**config.mk**
```make
export PLATFORM = sky130hd
export DESIGN_NAME = rotate_mask_merge_extend_uop_top
export DESIGN_NICKNAME = d
export VERILOG_FILES = /design/src/hw/rtl/rmme_pkg.sv /design/src/hw/rtl/rmme_rotmask.sv /design/src/hw/rtl/rmme_size_flags.sv /design/src/hw/rtl/rotate_mask_merge_extend_uop_top.sv
export VERILOG_INCLUDE_DIRS = /design/src /design/src/hw/rtl
export SDC_FILE = /design/constraint.sdc
export NUM_CORES = 1
export LEC_CHECK = 0
export BUFFER_PORTS_ARGS = -buffer_cell sky130_fd_sc_hd__buf_2
export CORE_ASPECT_RATIO = 0.5
export CORE_MARGIN = 3
export CORE_UTILIZATION = 45
export CTS_CLUSTER_DIAMETER = 30
export DETAILED_ROUTE_END_ITERATION = 10
export GPL_TIMING_DRIVEN = 0
export PLACE_DENSITY_LB_ADDON = 0.25
export REMOVE_ABC_BUFFERS = 1
export SLEW_MARGIN = 5
export SYNTH_ARGS = -nofsm -noshare
export SYNTH_HDL_FRONTEND = slang
export SYNTH_SLANG_ARGS = --single-unit
```
**constraint.sdc**
```tcl
create_clock -name aclk -period 15.64 [get_ports aclk]
set_input_delay 0.782 -clock aclk [delete_from_list [all_inputs] [get_ports aclk]]
set_output_delay 0.782 -clock aclk [all_outputs]
set_load 0.01 [all_outputs]
```
**src/hw/rtl/rotate_mask_merge_extend_uop_top_macros.svh**
```systemverilog
// assertion helpers used by the top-level rtl file
`ifndef ROTATE_MASK_MERGE_EXTEND_UOP_TOP_MACROS_SVH
`define ROTATE_MASK_MERGE_EXTEND_UOP_TOP_MACROS_SVH

`ifndef ASSERT_OFF

// checked only while out of reset
`define RMME_ASSERT(label, prop, msg) \
    label: assert property (@(posedge aclk) disable iff (!aresetn) prop) \
        else $error(msg);

// checked on every edge, reset included
`define RMME_ASSERT_ALWAYS(label, prop, msg) \
    label: assert property (@(posedge aclk) prop) \
        else $error(msg);

`else

`define RMME_ASSERT(label, prop, msg)

`define RMME_ASSERT_ALWAYS(label, prop, msg)

`endif

`endif

```
**src/hw/rtl/rmme_pkg.sv**
```systemverilog
`default_nettype none

package rmme_pkg;

    localparam int unsigned DataW = 64;
    localparam int unsigned CntW  = 6;
    localparam int unsigned TopW  = 7;
    localparam int unsigned FlagW = 8;
    localparam int unsigned InW   = 152;
    localparam int unsigned OutW  = 72;

    localparam int unsigned FLAG_SF = 7;
    localparam int unsigned FLAG_ZF = 6;
    localparam int unsigned FLAG_PF = 2;

    typedef enum logic [1:0] {
        SIZE_B1 = 2'd0,
        SIZE_B2 = 2'd1,
        SIZE_B4 = 2'd2,
        SIZE_B8 = 2'd3
    } size_t;

    typedef enum logic [1:0] {
        EXT_NONE = 2'd0,
        EXT_ZERO = 2'd1,
        EXT_SIGN = 2'd2
    } ext_t;

    // base, rotated source, insert mask, field top, size and extend mode
    typedef struct packed {
        logic [DataW-1:0] base;
        logic [DataW-1:0] rot;
        logic [DataW-1:0] mask;
        logic [TopW-1:0]  top;
        size_t            size;
        logic [1:0]       ext;
    } rmme_s1_t;

    // merged and extended value ready for sizing
    typedef struct packed {
        logic [DataW-1:0] base;
        logic [DataW-1:0] tx;
        size_t            size;
    } rmme_s2_t;

    // laid out as m_tdata: flags above the value
    typedef struct packed {
        logic [FlagW-1:0] flags;
        logic [DataW-1:0] value;
    } rmme_res_t;

endpackage

`default_nettype wire

```
**src/hw/rtl/rmme_rotmask.sv**
```systemverilog
`default_nettype none

module rmme_rotmask (
    input  wire logic [rmme_pkg::DataW-1:0] base_value,
    input  wire logic [rmme_pkg::DataW-1:0] source_value,
    input  wire logic [rmme_pkg::CntW-1:0]  mask_start,
    input  wire logic [rmme_pkg::CntW-1:0]  mask_count,
    input  wire logic [rmme_pkg::CntW-1:0]  rotate_count,
    input  wire logic [1:0]                 size_code,
    input  wire logic [1:0]                 extend_mode,
    output rmme_pkg::rmme_s1_t              s1
);
    import rmme_pkg::*;

    logic [2*DataW-1:0] src_dbl;
    logic [2*DataW-1:0] msk_dbl;
    logic [DataW-1:0]   ones;

    always_comb begin
        // right rotate via doubled word
        src_dbl = {source_value, source_value} >> rotate_count;
        ones    = (DataW'(1) << mask_count) - DataW'(1);
        // left rotate of the run of ones, wrapping past the top bit
        msk_dbl = {ones, ones} << mask_start;

        s1.base = base_value;
        s1.rot  = src_dbl[DataW-1:0];
        s1.mask = msk_dbl[2*DataW-1:DataW];
        s1.top  = {1'b0, mask_start} + {1'b0, mask_count};
        s1.size = size_t'(size_code);
        s1.ext  = extend_mode;
    end

endmodule

`default_nettype wire

```
**src/hw/rtl/rmme_size_flags.sv**
```systemverilog
`default_nettype none

module rmme_size_flags (
    input  wire logic [rmme_pkg::DataW-1:0] base_value,
    input  wire logic [rmme_pkg::DataW-1:0] tx,
    input  wire rmme_pkg::size_t            size,
    output rmme_pkg::rmme_res_t             res
);
    import rmme_pkg::*;

    logic [DataW-1:0] z;
    logic             sf;
    logic             zf;

    always_comb begin
        case (size)
            SIZE_B1: begin
                z  = {base_value[DataW-1:8], tx[7:0]};
                sf = z[7];
                zf = (z[7:0] == 8'h00);
            end
            SIZE_B2: begin
                z  = {base_value[DataW-1:16], tx[15:0]};
                sf = z[15];
                zf = (z[15:0] == 16'h0000);
            end
            SIZE_B4: begin
                // 4-byte writes clear the upper half
                z  = {32'h0, tx[31:0]};
                sf = z[31];
                zf = (z[31:0] == 32'h0);
            end
            default: begin
                z  = tx;
                sf = z[DataW-1];
                zf = (z == '0);
            end
        endcase

        res.value          = z;
        res.flags          = '0;
        res.flags[FLAG_SF] = sf;
        res.flags[FLAG_ZF] = zf;
        res.flags[FLAG_PF] = ~^z[7:0];
    end

endmodule

`default_nettype wire

```
**src/hw/rtl/rotate_mask_merge_extend_uop_top.sv**
```systemverilog
// rotate, mask, merge and extend uop with x86 style flags
//
// s_ channel: one operation per transfer on s_tdata; m_ channel: one result
// per transfer on m_tdata (64-bit value, flags byte above it with SF bit 7
// and ZF bit 6 computed at the selected operand size, PF bit 2 from the low byte).
// every accepted operation gives exactly one result, in order.
// an accepted operation is registered in turn through the stages rotate and
// mask build, merge and extend, size select and flags, and m_tvalid is the
// valid bit of the last stage.
// throughput: one operation per cycle while m_tready stays high.
// the stage registers carry their own valid bits, so an empty stage takes a
// new item even while a later one waits; when m_tready is low the result
// holds on m_tdata and the pipe fills up behind it, at most three items,
// after which s_tready drops. nothing is lost or duplicated across a stall.
// aresetn (synchronous, active low) empties all stages; m_tvalid is low
// the cycle after reset and s_tready is high as soon as reset is released.
`default_nettype none

`include "rotate_mask_merge_extend_uop_top_macros.svh"

module rotate_mask_merge_extend_uop_top (
    input  wire logic                     aclk,
    input  wire logic                     aresetn,
    input  wire logic                     s_tvalid,
    output logic                          s_tready,
    // base_value, source_value, mask_start, mask_count, rotate_count,
    // size_code, extend_mode, 2 zero pad bits
    input  wire logic [rmme_pkg::InW-1:0] s_tdata,
    output logic                          m_tvalid,
    input  wire logic                     m_tready,
    // result_value, flag_bits
    output logic [rmme_pkg::OutW-1:0]     m_tdata
);
    import rmme_pkg::*;

    // stage valids and payloads
    logic      v1_reg, v1_next;
    logic      v2_reg, v2_next;
    logic      v3_reg, v3_next;
    rmme_s1_t  s1_reg, s1_next;
    rmme_s2_t  s2_reg, s2_next;
    rmme_res_t res_reg, res_next;

    logic      rdy1, rdy2, rdy3;
    rmme_s1_t  s1_calc;
    rmme_res_t res_calc;

    logic [DataW-1:0] t;
    logic [DataW-1:0] zmask;
    logic [TopW-1:0]  tidx;
    logic             sbit;

    assign rdy3     = !v3_reg || m_tready;
    assign rdy2     = !v2_reg || rdy3;
    assign rdy1     = !v1_reg || rdy2;
    assign s_tready = rdy1;
    assign m_tvalid = v3_reg;
    assign m_tdata  = res_reg;

    rmme_rotmask u_rotmask (
        .base_value   (s_tdata[63:0]),
        .source_value (s_tdata[127:64]),
        .mask_start   (s_tdata[133:128]),
        .mask_count   (s_tdata[139:134]),
        .rotate_count (s_tdata[145:140]),
        .size_code    (s_tdata[147:146]),
        .extend_mode  (s_tdata[149:148]),
        .s1           (s1_calc)
    );

    // merge and extend
    always_comb begin
        t     = (s1_reg.base & ~s1_reg.mask) | (s1_reg.rot & s1_reg.mask);
        zmask = s1_reg.top[CntW] ? '1 : ((DataW'(1) << s1_reg.top[CntW-1:0]) - DataW'(1));
        tidx  = s1_reg.top - TopW'(1);
        // no field top when the field is empty at bit zero or lies past bit 63
        sbit  = (s1_reg.top != '0) && (s1_reg.top <= TopW'(DataW)) ?
                t[tidx[CntW-1:0]] : 1'b0;

        s2_next.base = s1_reg.base;
        s2_next.size = s1_reg.size;
        case (s1_reg.ext)
            EXT_ZERO: s2_next.tx = t & zmask;
            EXT_SIGN: s2_next.tx = sbit ? (t | ~zmask) : (t & zmask);
            default:  s2_next.tx = t;
        endcase
    end

    rmme_size_flags u_size_flags (
        .base_value (s2_reg.base),
        .tx         (s2_reg.tx),
        .size       (s2_reg.size),
        .res        (res_calc)
    );

    always_comb begin
        v1_next  = rdy1 ? s_tvalid : v1_reg;
        v2_next  = rdy2 ? v1_reg : v2_reg;
        v3_next  = rdy3 ? v2_reg : v3_reg;
        s1_next  = s1_calc;
        res_next = res_calc;
    end

    always_ff @(posedge aclk) begin
        if (!aresetn) begin
            v1_reg <= 1'b0;
            v2_reg <= 1'b0;
            v3_reg <= 1'b0;
        end else begin
            v1_reg <= v1_next;
            v2_reg <= v2_next;
            v3_reg <= v3_next;
        end
    end

    always_ff @(posedge aclk) begin
        if (rdy1 && s_tvalid) begin
            s1_reg <= s1_next;
        end
        if (rdy2 && v1_reg) begin
            s2_reg <= s2_next;
        end
        if (rdy3 && v2_reg) begin
            res_reg <= res_next;
        end
    end

    `RMME_ASSERT_ALWAYS(a_reset_empties, !aresetn |=> !v1_reg && !v2_reg && !v3_reg, "pipe not empty after reset")
    `RMME_ASSERT(a_empty_head_ready, !v1_reg |-> s_tready, "input stalled with empty first stage")
    `RMME_ASSERT(a_stage_advance, v1_reg && rdy2 |=> v2_reg, "item lost between stages")
    `RMME_ASSERT(a_zf_low_byte, m_tvalid && m_tdata[70] |-> m_tdata[7:0] == 8'h00, "zf set with nonzero low byte")
    `RMME_ASSERT(a_pf_parity, m_tvalid |-> m_tdata[66] == ~^m_tdata[7:0], "pf does not match low byte parity")
    `RMME_ASSERT(a_unused_flags, m_tvalid |-> m_tdata[69:67] == 3'b000 && m_tdata[65:64] == 2'b00, "reserved flag bits set")

endmodule

`default_nettype wire

```
==> results by group <==
Timing
  • Max Slew Vio Count: 0
  • Setup Skew: between 0.03 and 0.04 ns
  • Hold Vio Cnt, Final: 0
  • Slew margin rel.: 7.95%
  • Final setup viols: 0
  • Setup TNS: 0 ns
  • Slew at the pin closest to its max-slew limit: 1.38 ns
  • Max Clock Freq: between 0.1 and 0.15 GHz
  • Minimum clock period: 7.17 ns
  • Final period util: ~46%
  • RSZ-0062 raised after global routing: false

Synth
  • Post-synth EDFFs: slightly below 400
  • Post-Syn Instances: 2924
  • Synth Flop Type: edfxtp_1
  • Sequential share of the synthesized area: roughly two fifths
  • Yosys warning count: 0
  • Avg Cell Area, Syn: 10.3 um2
  • Top post-synthesis cells by area: edfxtp_1 (39%), mux4_2 (13%), mux2i_1 (6.0%)
  • #FFs+latches synth: 395
  • Post-synth cell types: between 90 and 100
  • Post-synth top area share: 39.1%
  • Cell area after synthesis: roughly 30000 um2
  • Largest area contributor in the netlist: edfxtp_1
  • Asr flop ratio synth: 0%

Place
  • Hpwl dp: 89.0 mm
  • Final Wtd Congestion: 0.959
  • I/O Buffers: 222

Clock network
  • Setup bufs post-CTS: 0
  • CTS max path bufs: 3
  • Hold Buf Count CTS: 0
  • CTS tree: done
  • Reg clk slew, reported paths: 0.05 ns
  • Number of buffers created by CTS: 60
  • Sink Count: 395
  • Clk_lat worst skew: 0.63 ns
  • H-tree depth: 2
  • Root Driver: clkbuf_16
  • Post-cts sizing count: 0

Drt
  • Post-DRT Antenna Nets: 0
  • Via count: 26400
  • WL per Instance: 30.2 um
  • DRC viols: 0
  • Via density: 6.75
  • Detailed Route WL: 118 mm
  • Number of iterations in the first detailed-routing pass: 6
  • Drt first-iter violations: around 3800

Worst setup path
  • Crit path max-delay family: compound AO/OA/AOI/OAI gates
  • Reg2reg start: s1_reg[4]$_DFFE_PP_
  • Max FO, Critical Path: 50
  • Critical R2R Capture: s2_reg[62]$_DFFE_PP_
  • CP max stage delay: 1.04 ns
  • Slowest CP cell: ha_1
  • Data required, critical path: roughly 16 ns
  • Reg-to-reg slack, setup: ~9.8 ns
  • Setup CP Type: in -> reg
  • WP data arrival: 7.43 ns
  • CP Launch Type: primary input
  • Worst reg2reg path depth: 12
  • Crit end category: register
  • Worst path bufs/invs: 1
  • Crit-path cells: buf_2 -> nor2_1 -> nand2_1 -> ha_1 -> o21ai_4 -> a211oi_2 -> o32a_1 -> o21ai_1 -> a221o_1 -> o21ai_1 -> mux2i_1 -> a222oi_1
  • CP dominant cell by count: o21ai_1

Min path
  • Start point of the worst hold path: s_tdata[44]
  • Hold Path Sink: s1_reg[183]$_DFFE_PP_
  • HP Class: in -> reg
  • Worst Hold Depth: 1

Global routing
  • Vias in the first global route: between 20000 and 25000
  • Initial antenna violation count: 6
  • Remaining Overflow, GRT: 0
  • GRT Util Overall: 32.6%
  • Largest net degree at the start of global routing: 77
  • First-pass GRT wire length: 169 mm

Floorplan
  • Row Count: 66
  • Boundary pin count: 230
  • Core footprint: 65700 um2
  • Initial Utilization: a little under half
  • DIE AREA: 70300 um2
  • Die Ht: 189 um
  • Die width: 372 um

Finish
  • Finished Core Util: 52.1%
  • Layout cells sized above 1: 22.8%
  • Max reg flops: between 200 and 250
  • Fin nets: 3155
  • Fill cells: 5829
  • Diode count: 0
  • Area Overhead vs Synth: 13.4%

Flow run
  • Max Cap Violations: 0

Status
  • Status: finished, final reports clean

Pwr
  • Overall Power: 3.85 mW
  • Pwr/cell area: 112 nW/um2
  • Worst VDD drop: 0.0789 mV
  • Leakage power: 12.5 nW
[cell families (layout without fill, tap and decap cells)]
family                     Yosys count  in the layout  share of synthesized area, %
buffers and inverters              404            503                          5.33
and+or+nand+nor                    773            773                          12.4
muxes                              454            454                          22.7
AOI/OAI and AO/OA                  833            833                          18.1
adders and majority gates           20             20                         0.855
other                                1              5                        0.0124
DFF                                395            395                          39.3
xor gates and xnor gates            44             44                          1.28
[where the power goes]
| part | switching (mW) | internal [mW] | leakage (nW) | total, mW |
|---|---|---|---|---|
| Sequential | 0.0823 | 1.30 | 3.78 | 1.38 |
| Combinational | 0.711 | 0.418 | 7.74 | 1.13 |
| Clock | 0.516 | 0.816 | 0.983 | 1.33 |
[cell usage in the layout, fill, tap and decap left out, types with 19 or more instances in the layout]
cell	n
nor2_1	189
o22ai_1	76
mux4_2	174
nand2_1	253
nand3_1	92
o21ai_0	221
a21oi_1	165
or3_1	26
buf_2	214
clkbuf_16	60
xnor2_1	28
a21o_1	23
o211ai_1	32
inv_1	129
buf_16	19
nor3_1	39
mux2i_1	180
o21a_1	25
a211oi_1	25
edfxtp_1	392
mux2_2	100
o221ai_1	21
nor4_1	28
and2_1	26
a31oi_1	20
[through the flow]
step | instances | worst slack [ns] | hold slack, ns | cell area, um2
after floorplan | 2661 | 3.50 | 0.400 | 29100
after global placement | 3767 | -1.43 | 0.408 | 31300
after detailed placement | 3799 | 8.34 | 0.419 | 32100
after CTS | 3909 | 8.97 | 0.292 | 34100
after global routing | 3911 | 8.45 | 0.308 | 34200
final | 3911 | 8.47 | 0.326 | 34200
[synthesized netlist by cell type (29+ instances only)]
library cell and count:
nor2_1 189, o21ai_0 222, inv_1 134, nand2_1 253
a21oi_1 165, mux2i_1 180, edfxtp_1 392, buf_1 38
mux2_2 100, mux4_2 174, o211ai_1 32, nand3_1 92
nor3_1 39, buf_2 29, clkbuf_1 189, o22ai_1 76
[cell type report]
type                       instances  area [um2]  share of cell area, %
inverter                         137         518                   1.52
tap                              884        1110                   3.24
timing repair buffer             256        1940                   5.66
multi-input combinational       2129       16800                   49.1
clock inverter                    45         503                   1.47
sequential                       395       11800                   34.6
clock buffer                      65        1520                   4.45
[per-layer routing]
metal | vias to the layer above | routed length, um | track usage [%]
met3 | 229 | 12100 | 5.87
li1 | 11500 | - | -
met2 | 1600 | 53200 | 50.4
met1 | 13100 | 48800 | 47.0
met5 | - | 27 | 0
met4 | 4 | 3890 | 9.60
[worst max path at each step]
| stage | slack [ns] | depth (start not counted) | from | endpoint |
|---|---|---|---|---|
| final | 8.47 | 12 | s_tdata[138] | s1_reg[61]$_DFFE_PP_ |
| after global routing | 8.45 | 12 | s_tdata[138] | s1_reg[61]$_DFFE_PP_ |
| after CTS | 8.97 | 12 | s_tdata[138] | s1_reg[61]$_DFFE_PP_ |
| after detailed placement | 8.34 | 12 | s_tdata[138] | s1_reg[61]$_DFFE_PP_ |
| after global placement | -1.43 | 1 | v1_reg$_SDFFE_PN0N_ | s1_reg[4]$_DFFE_PP_ |
| after floorplan | 3.50 | 1 | v1_reg$_SDFFE_PN0N_ | s1_reg[0]$_DFFE_PP_ |
No activity file was read; power rests on OpenSTA's default activity.
